===== src/rtl/core/cset_ram.sv =====
// ----------------------------------------------------------------------------
// cset_ram
// Simple dual-port synchronous memory with one write port and one registered
// read port.
// ----------------------------------------------------------------------------
module cset_ram #(
	parameter int W     = 8,
	parameter int DEPTH = 4,
	parameter int AW    = 2
) (
	input  logic          clk,
	input  logic          we,
	input  logic [AW-1:0] waddr,
	input  logic [W-1:0]  wdata,
	input  logic          re,
	input  logic [AW-1:0] raddr,
	output logic [W-1:0]  rdata
);

	logic [W-1:0] mem [DEPTH];

	always_ff @(posedge clk) begin
		if (we) begin
			mem[waddr] <= wdata;
		end
		if (re) begin
			rdata <= mem[raddr];
		end
	end

endmodule


===== config.mk =====
export PLATFORM = sky130hd
export DESIGN_NAME = cset_ram
export DESIGN_NICKNAME = d
export VERILOG_FILES = /design/src/rtl/core/cset_ram.sv
export SDC_FILE = /design/constraint.sdc
export NUM_CORES = 1
export LEC_CHECK = 0
export ABC_AREA = 1
export BUFFER_PORTS_ARGS = -buffer_cell sky130_fd_sc_hd__buf_2
export CAP_MARGIN = 20
export CORE_MARGIN = 2
export CORE_UTILIZATION = 50
export DETAILED_ROUTE_END_ITERATION = 8
export PLACE_DENSITY = 0.77
export SYNTH_ARGS = -nofsm -noshare
export SYNTH_HDL_FRONTEND = slang
export SYNTH_SLANG_ARGS = --single-unit

===== constraint.sdc =====
create_clock -name clk -period 1.18 [get_ports clk]
set_clock_uncertainty 0.15 [all_clocks]
set_input_delay 0.059 -clock clk [delete_from_list [all_inputs] [get_ports clk]]
set_output_delay 0.059 -clock clk [all_outputs]
set_load 0.01 [all_outputs]

==> results of run 1 <==
[state kept, by name, indices dropped and copies added, names as in the netlist]
signal	flops
mem	32
rdata	8
[power groups by stage]
stage | sequential (mW) | combinational (mW) | clock (mW)
floorplan | 1.71 | 0.111 | 0
global placement | 1.70 | 0.196 | 0
detailed placement | 1.70 | 0.205 | 0
CTS | 1.67 | 0.232 | 0.659
global route | 1.67 | 0.266 | 0.724
finish | 1.66 | 0.237 | 0.656
[cell families (layout without fill, tap and decap cells)]
family | after synthesis | in the layout | synth area share
buf+inv | 41 | 81 | 0.1084
simple gates | 60 | 60 | 0.1537
flops | 40 | 40 | 0.7379
[cells in the mapped netlist]
master,number
buf_2,1
buf_4,1
buf_6,2
edfxtp_1,40
inv_1,36
inv_4,1
nand2_1,40
nand3_1,16
nor3_1,4
[through the flow]
step	util	instances	total power, mW	setup slack [ns]
floorplan	-	141	1.820	-0.08675
global placement	0.5841	207	1.894	0.1354
detailed placement	0.5841	207	1.903	0.05503
CTS	0.6350	225	2.556	0.02158
global route	0.6398	225	2.662	-0.01090
finish	0.6398	225	2.557	0.01869
[what timing repair did]
item                                    CTS  global route
hold endpoints to repair                 47             0
hold buffers                             10             0
resized for setup                         0             5
endpoints found under the setup margin    0             8
setup buffers                             0             0
[worst max-delay path, delay by kind of cell]
kind          cells  cell delay (ns)
buf+inv           3             0.86
simple gates      2             0.19
[worst max-delay path by stage]
stage	from	endpoint	slack, ns
after detailed placement	waddr[1]	mem[2][6]	0.06
final	raddr[1]	rdata[4]	0.02
after floorplan	waddr[1]	mem[2][0]	-0.09
after CTS	raddr[1]	rdata[4]	0.02
after global routing	raddr[1]	rdata[4]	-0.01
after global placement	waddr[1]	mem[2][5]	0.14
[cell type report]
class / instances / area, um^2
clock buffer: 5 / 37.54
clock inverter: 3 / 18.77
fill: 244 / 1109
inverter: 37 / 145.1
multi-input combinational: 60 / 265.3
sequential: 40 / 1201
tap: 44 / 55.05
timing repair buffer: 36 / 246.5
[layer usage]
layer / part of all wire / vias to the layer above / track usage
met4: 0.014 / 0 / 0.07453
met5: 0 / - / 0
met3: 0.061 / 6 / 0.05672
met2: 0.48 / 32 / 0.2492
met1: 0.45 / 466 / 0.2186
li1: - / 525 / -
==> summary.md, run 1 <==
| Metric | Value |
|---|---|
| Status | `finished clean` |
| Clock tree from TritonCTS | `built` |
| Avg Vias per Cell | `approximately 4.6` |
| DRT iter0 DRCs | `39` |
| Maximum vdd drop | `0.9071 mV` |
| Clock power share | `0.257` |
| Synth area leader | `edfxtp_1` |
| Final Cell Area | `around 2000 um^2` |
| Post-Syn Area | `1628 um^2` |
| Seq/Total Area, Yosys | `0.7379` |
| Dpl hpwl | `approximately 1800 um` |
| Leakage | `between 0.8 and 0.9 nW` |
| Vias post-DR | `just over 1000` |
| Site Rows | `20` |
| R2r setup slk | `0.14 ns` |
| Seq pwr share | `0.651` |
| Setup TNS | `0 ns` |
| Clk sinks | `40` |
| Setup CP Type | `in -> reg` |
| R2R Path Start | `mem[0][4]` |
| Cell depth of the worst hold path | `3` |
| Reg2reg end | `rdata[4]` |
| Cells after Synth | `141` |
| Routed Antenna Nets | `0` |
| RSZ-0062 raised after global routing | `yes` |
| Placed Area | `1798 um^2` |
| Starting Density | `0.5289` |
| CP Max Fanout | `9` |
| Worst setup SP type | `input pin` |
| Max-slew violations | `0` |
| Io pins | `23` |
| Chip height | `61.06 um` |
| Critical-path cell list | `dlygate4sd3_1, buf_6, clkinvlp_4, nand3_1, nand2_1` |
| Wire length per cell | `11.74 um` |
| Initial antenna violation count | `0` |
| Vias in the first global route | `939` |
| Register-to-Register Path Depth | `4` |
| Biggest cell delay along the critical path | `0.55 ns` |
| Die area | `3728 um^2` |
| Minimum clock period | `1.161 ns` |
| Worst slew margin | `0.7894` |
| Fmax achieved | `861.1 MHz` |
| Diode count | `0` |
| Worst-margin pin slew | `0.3159 ns` |
| Synth cell types | `9` |
| Max_cap viols | `0` |
| Synthesis-stage register bit count | `40` |
| Internal | `between 1.5 and 2 mW` |
| Slowest cell on crit path | `dlygate4sd3_1` |
| CTS Root Buffer Type | `clkbuf_4` |
| Largest net degree at the start of global routing | `18` |
| RD Place Congestion | `0.8374` |
| Yosys top cell area share | `0.7379` |
| HP Start | `waddr[1]` |
| First-pass GRT wire length | `about 4300 um` |
| WHS | `0.05045 ns` |
| Die X | `61.06 um` |
| Psw | `587.0 uW` |
| Clock buffer depth | `2` |
| Clock transition at path regs | `0.12 ns` |
| Layout Nets | `195` |
| Post-Route WL | `2642 um` |
| Area delta synth->final | `20.98%` |
| Critical path required time | `1.14 ns` |
| Crit path DAT | `1.12 ns` |
| Sw Share | `0.2295` |
| Finish-stage setup viols | `0` |
| Max H-tree Level | `2` |
| GR Overflow Total | `0` |
| Worst Hold End | `mem[1][0]` |
| Synthesis Warnings | `0` |
| Syn_nets | `156` |
| First drt pass iteration count | `4` |
| Final period util | `0.9842` |
| Comb pwr share | `0.093` |
| Mean Syn Cell Area | `~12 um^2` |
| Worst-Skew Late Latency | `0.35 ns` |
| PwrDens | `1299 nW/um^2` |
| Post-route DRC | `0` |
| Top cells by area, synth | `edfxtp_1, nand2_1, inv_1` |
| Most frequent cells in the layout | `nand2_1, edfxtp_1, inv_1` |
| CP Capture Type | `register` |
| Worst min path class | `in -> reg` |
| CTS Buf Count | `5` |
| I/O Buffers | `22` |
| Global Route Usage Sum | `0.1653` |
| Core ar. | `3078 um^2` |
| Final-report hold violation count | `0` |
| Layout cell share with drive strength beyond 1 | `0.2099` |
No activity file was read; power rests on OpenSTA's default activity.
==> run 2: changes to the inputs <==
--- a/config.mk
+++ b/config.mk
@@ -11,6 +11,7 @@
 export CORE_MARGIN = 2
 export CORE_UTILIZATION = 50
 export DETAILED_ROUTE_END_ITERATION = 8
+export GPL_TIMING_DRIVEN = 0
 export PLACE_DENSITY = 0.77
 export SYNTH_ARGS = -nofsm -noshare
 export SYNTH_HDL_FRONTEND = slang
==> run 2 against run 1 <==
Via count grew 1.2%. Critical path type unchanged. Power grew 8.0%. First-iteration DRC count shrank 7.7%. Wire length grew 8.9%. Critical path depth grew 1. Hold slack lost 0.089 ns. Cell area grew 1.2%. Maximum frequency grew 1.4%. The run now ends with negative hold slack left.
==> summary.md, run 2 (synthesis gave the netlist of run 1 again) <==
| Metric | Value |
|---|---|
| Met1 Use GR | `0.2213` |
| Wire length per cell | `12.73 um` |
| Most frequent cells in the layout | `nand2_1, edfxtp_1, inv_1` |
| Layout cell share with drive strength beyond 1 | `0.1923` |
| Cell depth of the worst hold path | `2` |
| RSZ-0062 raised after global routing | `no` |
| Worst-margin pin slew | `~0.74 ns` |
| Area delta synth->final | `22.44%` |
| Die X | `just over 60 um` |
| CTS Root Buffer Type | `clkbuf_4` |
| Largest Register | `mem` |
| CP Max Fanout | `4` |
| Clk sinks | `40` |
| CP Capture Type | `register` |
| Status | `complete, but fails checks` |
| I/O Buffers | `20` |
| Fmax achieved | `873.1 MHz` |
| Maximum vdd drop | `~0.74 mV` |
| Max_cap viols | `0` |
| Final period util | `0.9707` |
| Post-route DRC | `0` |
| Crit path DAT | `1.10 ns` |
| Largest regs | `mem x32, rdata x8` |
| Clock tree from TritonCTS | `built` |
| GR Overflow Total | `0` |
| Initial antenna violation count | `0` |
| First drt pass iteration count | `4` |
| Dpl hpwl | `1927 um` |
| Clock transition at path regs | `between 0.1 and 0.15 ns` |
| Critical path required time | `1.14 ns` |
| Max H-tree Level | `2` |
| Avg Vias per Cell | `4.606` |
| Starting Density | `0.5289` |
| Die area | `3728 um^2` |
| Met2 Resource Use GR | `0.2933` |
| Resize count post-CTS | `0` |
| Met3 global-route usage | `0.05882` |
| First-pass GRT wire length | `4526 um` |
| Vias in the first global route | `1013` |
| Worst min path class | `in -> reg` |
| Setup TNS | `0 ns` |
| Global Route Usage Sum | `0.1744` |
| Final Util | `0.6476` |
| Max FFs per register | `32` |
| Layout Nets | `around 200` |
| Worst-Skew Late Latency | `~0.33 ns` |
| Setup Fix Bufs, Post-CTS | `0` |
| CTS Hold Bufs | `11` |
| Leakage | `0.9070 nW` |
| Finish-stage setup viols | `0` |
| Max-slew violations | `0` |
| CTS Buf Count | `5` |
| DRT iter0 DRCs | `36` |
| WHS | `-0.03870 ns` |
| Final-report hold violation count | `14` |
| Vias post-DR | `1041` |
| Largest net degree at the start of global routing | `13` |
| Failing checks | `negative hold slack` |
| Worst slew margin | `0.5047` |
| PwrDens | `1386 nW/um^2` |
| R2r setup slk | `0.13 ns` |
| Core ar. | `~3100 um^2` |
| Post-Route WL | `2878 um` |
| Busiest grt layer | `met2` |
| Minimum clock period | `~1.1 ns` |
| Clock buffer depth | `2` |
| Io pins | `23` |
| Diode count | `0` |
| Setup CP Type | `in -> reg` |
| Chip height | `61.06 um` |
| Register-to-Register Path Depth | `4` |
| RD Place Congestion | `0.7853` |
| Worst setup SP type | `input pin` |
| Routed Antenna Nets | `0` |
| Site Rows | `20` |
-- run 2: changes by cell type in the layout (fill, tap and decap cells not counted), sizes merged --
| cell | previous run | this run |
|---|---|---|
| inv | 36 | 37 |
| clkinvlp | 3 | 0 |
| bufinv | 0 | 1 |
| dlygate4sd3 | 10 | 11 |
| clkinv | 1 | 2 |
-- run 2: per-layer routing --
metal | vias up | share of wire
li1 | 526 | -
met1 | 480 | 0.43
met2 | 35 | 0.50
met3 | 0 | 0.065
met4 | 0 | 0
met5 | - | 0
-- run 2: report_power, final --
part	switching (mW)	total [mW]	leakage (nW)	internal, mW
logic	0.142	0.244	0.494	0.102
clock network	0.420	0.853	0.0403	0.433
registers	0.0174	1.67	0.373	1.65
total	0.579	2.76	0.907	2.18
-- run 2: metrics by stage --
step,setup WS [ns],power (mW),area (um^2),hold WS (ns),std cells
3_5_place_dp,-0.2938,1.915,1808,0.1263,207
2_1_floorplan,-0.08675,1.820,1638,0.007869,141
4_1_cts,0.06360,2.789,1993,-0.04929,226
5_1_grt,0.006017,2.887,1993,-0.03853,226
6_report,0.03460,2.763,1993,-0.03870,226
3_3_place_gp,-0.5710,1.898,1793,0.1146,205
-- run 2: path summary, 6_finish.rpt --
check | start | end
max | raddr[0] | rdata[0]
min | waddr[0] | mem[2][2]
max reg2reg | mem[1][3] | rdata[3]
min reg2reg | mem[0][5] | rdata[5]
-- run 2: cell type report --
class	count	area, um^2
plain buffers	4	35.03
fillers	256	1085
inverters	37	141.4
clock buffers	5	37.54
clock inverters	3	37.54
flip-flops and latches	40	1201
well taps	44	55.05
repair buffers	33	225.2
multi-input cells	60	260.3
-- run 2: critical path, cell delays in order --
cell           delay (ns)
buf_6                0.11
inv_4                0.07
dlygate4sd3_1        0.65
nand2_1              0.07
nand3_1              0.07
nand2_1              0.06
==> run 3: changes to the inputs <==
--- a/config.mk
+++ b/config.mk
@@ -8,11 +8,13 @@
 export ABC_AREA = 1
 export BUFFER_PORTS_ARGS = -buffer_cell sky130_fd_sc_hd__buf_2
 export CAP_MARGIN = 20
+export CELL_PAD_IN_SITES_DETAIL_PLACEMENT = 2
+export CELL_PAD_IN_SITES_GLOBAL_PLACEMENT = 2
 export CORE_MARGIN = 2
-export CORE_UTILIZATION = 50
+export CORE_UTILIZATION = 33
 export DETAILED_ROUTE_END_ITERATION = 8
 export GPL_TIMING_DRIVEN = 0
-export PLACE_DENSITY = 0.77
+export PLACE_DENSITY = 0.76
 export SYNTH_ARGS = -nofsm -noshare
 export SYNTH_HDL_FRONTEND = slang
 export SYNTH_SLANG_ARGS = --single-unit
==> run 3 against run 2 <==
The run still ends with negative hold slack left. First-iteration DRC count grew 67%. Largest cell class unchanged. Worst setup slack gained 0.037 ns. Count of clock-buffer cells in the layout increased by 2.
==> summary.md, run 3 (synthesis gave the netlist of run 1 again) <==
| Metric | Value |
|---|---|
| Minimum clock period | `approximately 1.1 ns` |
| Layout cell share with drive strength beyond 1 | `0.2000` |
| Final Cell Area | `between 2000 and 2500 um^2` |
| Worst slack, placed | `-0.5199 ns` |
| Fmax achieved | `902.0 MHz` |
| Max FFs per register | `32` |
| CP Max Fanout | `5` |
| Fill cell count | `501` |
| Post-Route WL | `4002 um` |
| Starting Density | `0.3424` |
| Layout Nets | `194` |
| Final setup margin | `~0.071 ns` |
| WHS | `-0.003185 ns` |
| Failing checks | `negative hold slack` |
| Diode count | `0` |
| Die X | `74.24 um` |
| Wire length per cell | `16.20 um` |
| Final Util | `0.4268` |
| Clock transition at path regs | `0.08 ns` |
| Clk sinks | `40` |
| Final-report hold violation count | `3` |
| Worst min path class | `in -> reg` |
| Routed Antenna Nets | `0` |
| Core ar. | `4755 um^2` |
| Placed Area | `1837 um^2` |
| Worst-Skew Late Latency | `between 0.2 and 0.3 ns` |
| CTS Root Buffer Type | `clkbuf_8` |
| RSZ-0062 raised after global routing | `yes` |
| Status | `complete, but fails checks` |
| Io pins | `23` |
| Critical path required time | `roughly 1 ns` |
| First-pass GRT wire length | `6237 um` |
| Vias post-DR | `1104` |
| Dpl hpwl | `~2900 um` |
| Clock buffer depth | `2` |
| Max-slew violations | `0` |
| GR Overflow Total | `0` |
| PwrDens | `approximately 1400 nW/um^2` |
| CP Capture Type | `register` |
| Largest regs | `mem x32, rdata x8` |
| Max H-tree Level | `2` |
| Most frequent cells in the layout | `nand2_1, edfxtp_1, inv_1` |
| RD Place Congestion | `0.7310` |
| Site Rows | `25` |
| Worst setup SP type | `input pin` |
| Setup CP Type | `in -> reg` |
| Global Route Usage Sum | `0.1659` |
| Chip height | `74.24 um` |
| Avg Vias per Cell | `4.470` |
| I/O Buffers | `20` |
| Final period util | `0.9395` |
| Setup Fix Bufs, Post-CTS | `0` |
| Finish-stage setup viols | `0` |
| Die area | `5511 um^2` |
| Vias in the first global route | `1193` |
| Final Power | `2.798 mW` |
| DRT iter0 DRCs | `60` |
| Crit path DAT | `around 0.96 ns` |
| Largest net degree at the start of global routing | `12` |
| Initial antenna violation count | `0` |
| Largest Register | `mem` |
| Post-route DRC | `0` |
| Worst-margin pin slew | `0.5612 ns` |
| Worst slew margin | `0.6238` |
| Leakage | `0.9050 nW` |
| CTS Buf Count | `5` |
| First drt pass iteration count | `5` |
| Maximum vdd drop | `between 0.4 and 0.5 mV` |
| Max_cap viols | `0` |
| Area delta synth->final | `24.67%` |
| Clock tree from TritonCTS | `built` |
## run 3: report_power, final
part / leakage (nW) / switching, mW / internal (mW)
clock: 0.0399 / 0.453 / 0.412
combinational: 0.493 / 0.163 / 0.0996
sequential: 0.373 / 0.0205 / 1.65
total: 0.905 / 0.637 / 2.16
## run 3: final timing paths
path                                 from        end  slack (ns)  cells after the start
worst min-delay path             waddr[0]  mem[2][1]      -0.003                      2
worst max register to register  mem[0][7]   rdata[7]        0.08                      4
worst max-delay path                   we  mem[0][7]        0.07                      4
worst min register to register  mem[0][4]   rdata[4]        0.47                      4
## run 3: metrics by stage
| stage | cells | hold slack, ns | TNS, ns |
|---|---|---|---|
| floorplan | 141 | 0.007869 | -1.333 |
| global placement | 228 | 0.1179 | -14.78 |
| detailed placement | 230 | 0.1251 | -10.90 |
| CTS | 247 | 0.0006650 | 0 |
| global route | 247 | 0.005398 | -0.02316 |
| finish | 247 | -0.003185 | 0 |
## run 3: layout make-up
type	instances	area [um^2]	share of cell area
repair buffers	31	205.2	0.1011
well taps	67	83.83	0.04131
multi-input cells	60	282.8	0.1393
clock inverters	1	3.754	0.001850
clock buffers	7	76.32	0.03761
inverters	37	141.4	0.06967
plain buffers	4	35.03	0.01726
flip-flops and latches	40	1201	0.5919
## run 3: worst max-delay path: stages
cell    delay (ns)
buf_2         0.08
inv_1         0.11
nor3_2        0.46
buf_4         0.26
## run 3: layer usage
layer,global-route usage,up-vias,share of wire
met1,0.1941,545,0.44
li1,-,522,-
met5,0,-,0
met2,0.2768,27,0.50
met4,0.09127,0,0.032
met3,0.04607,10,0.032
## run 3: repair_timing
item | 4_1_cts | 5_1_grt
hold endpoints to repair | 40 | 0
setup endpoints to repair | 12 | 8
gates cloned | 0 | 0
gates resized for setup | 3 | 1
hold buffers | 9 | 0
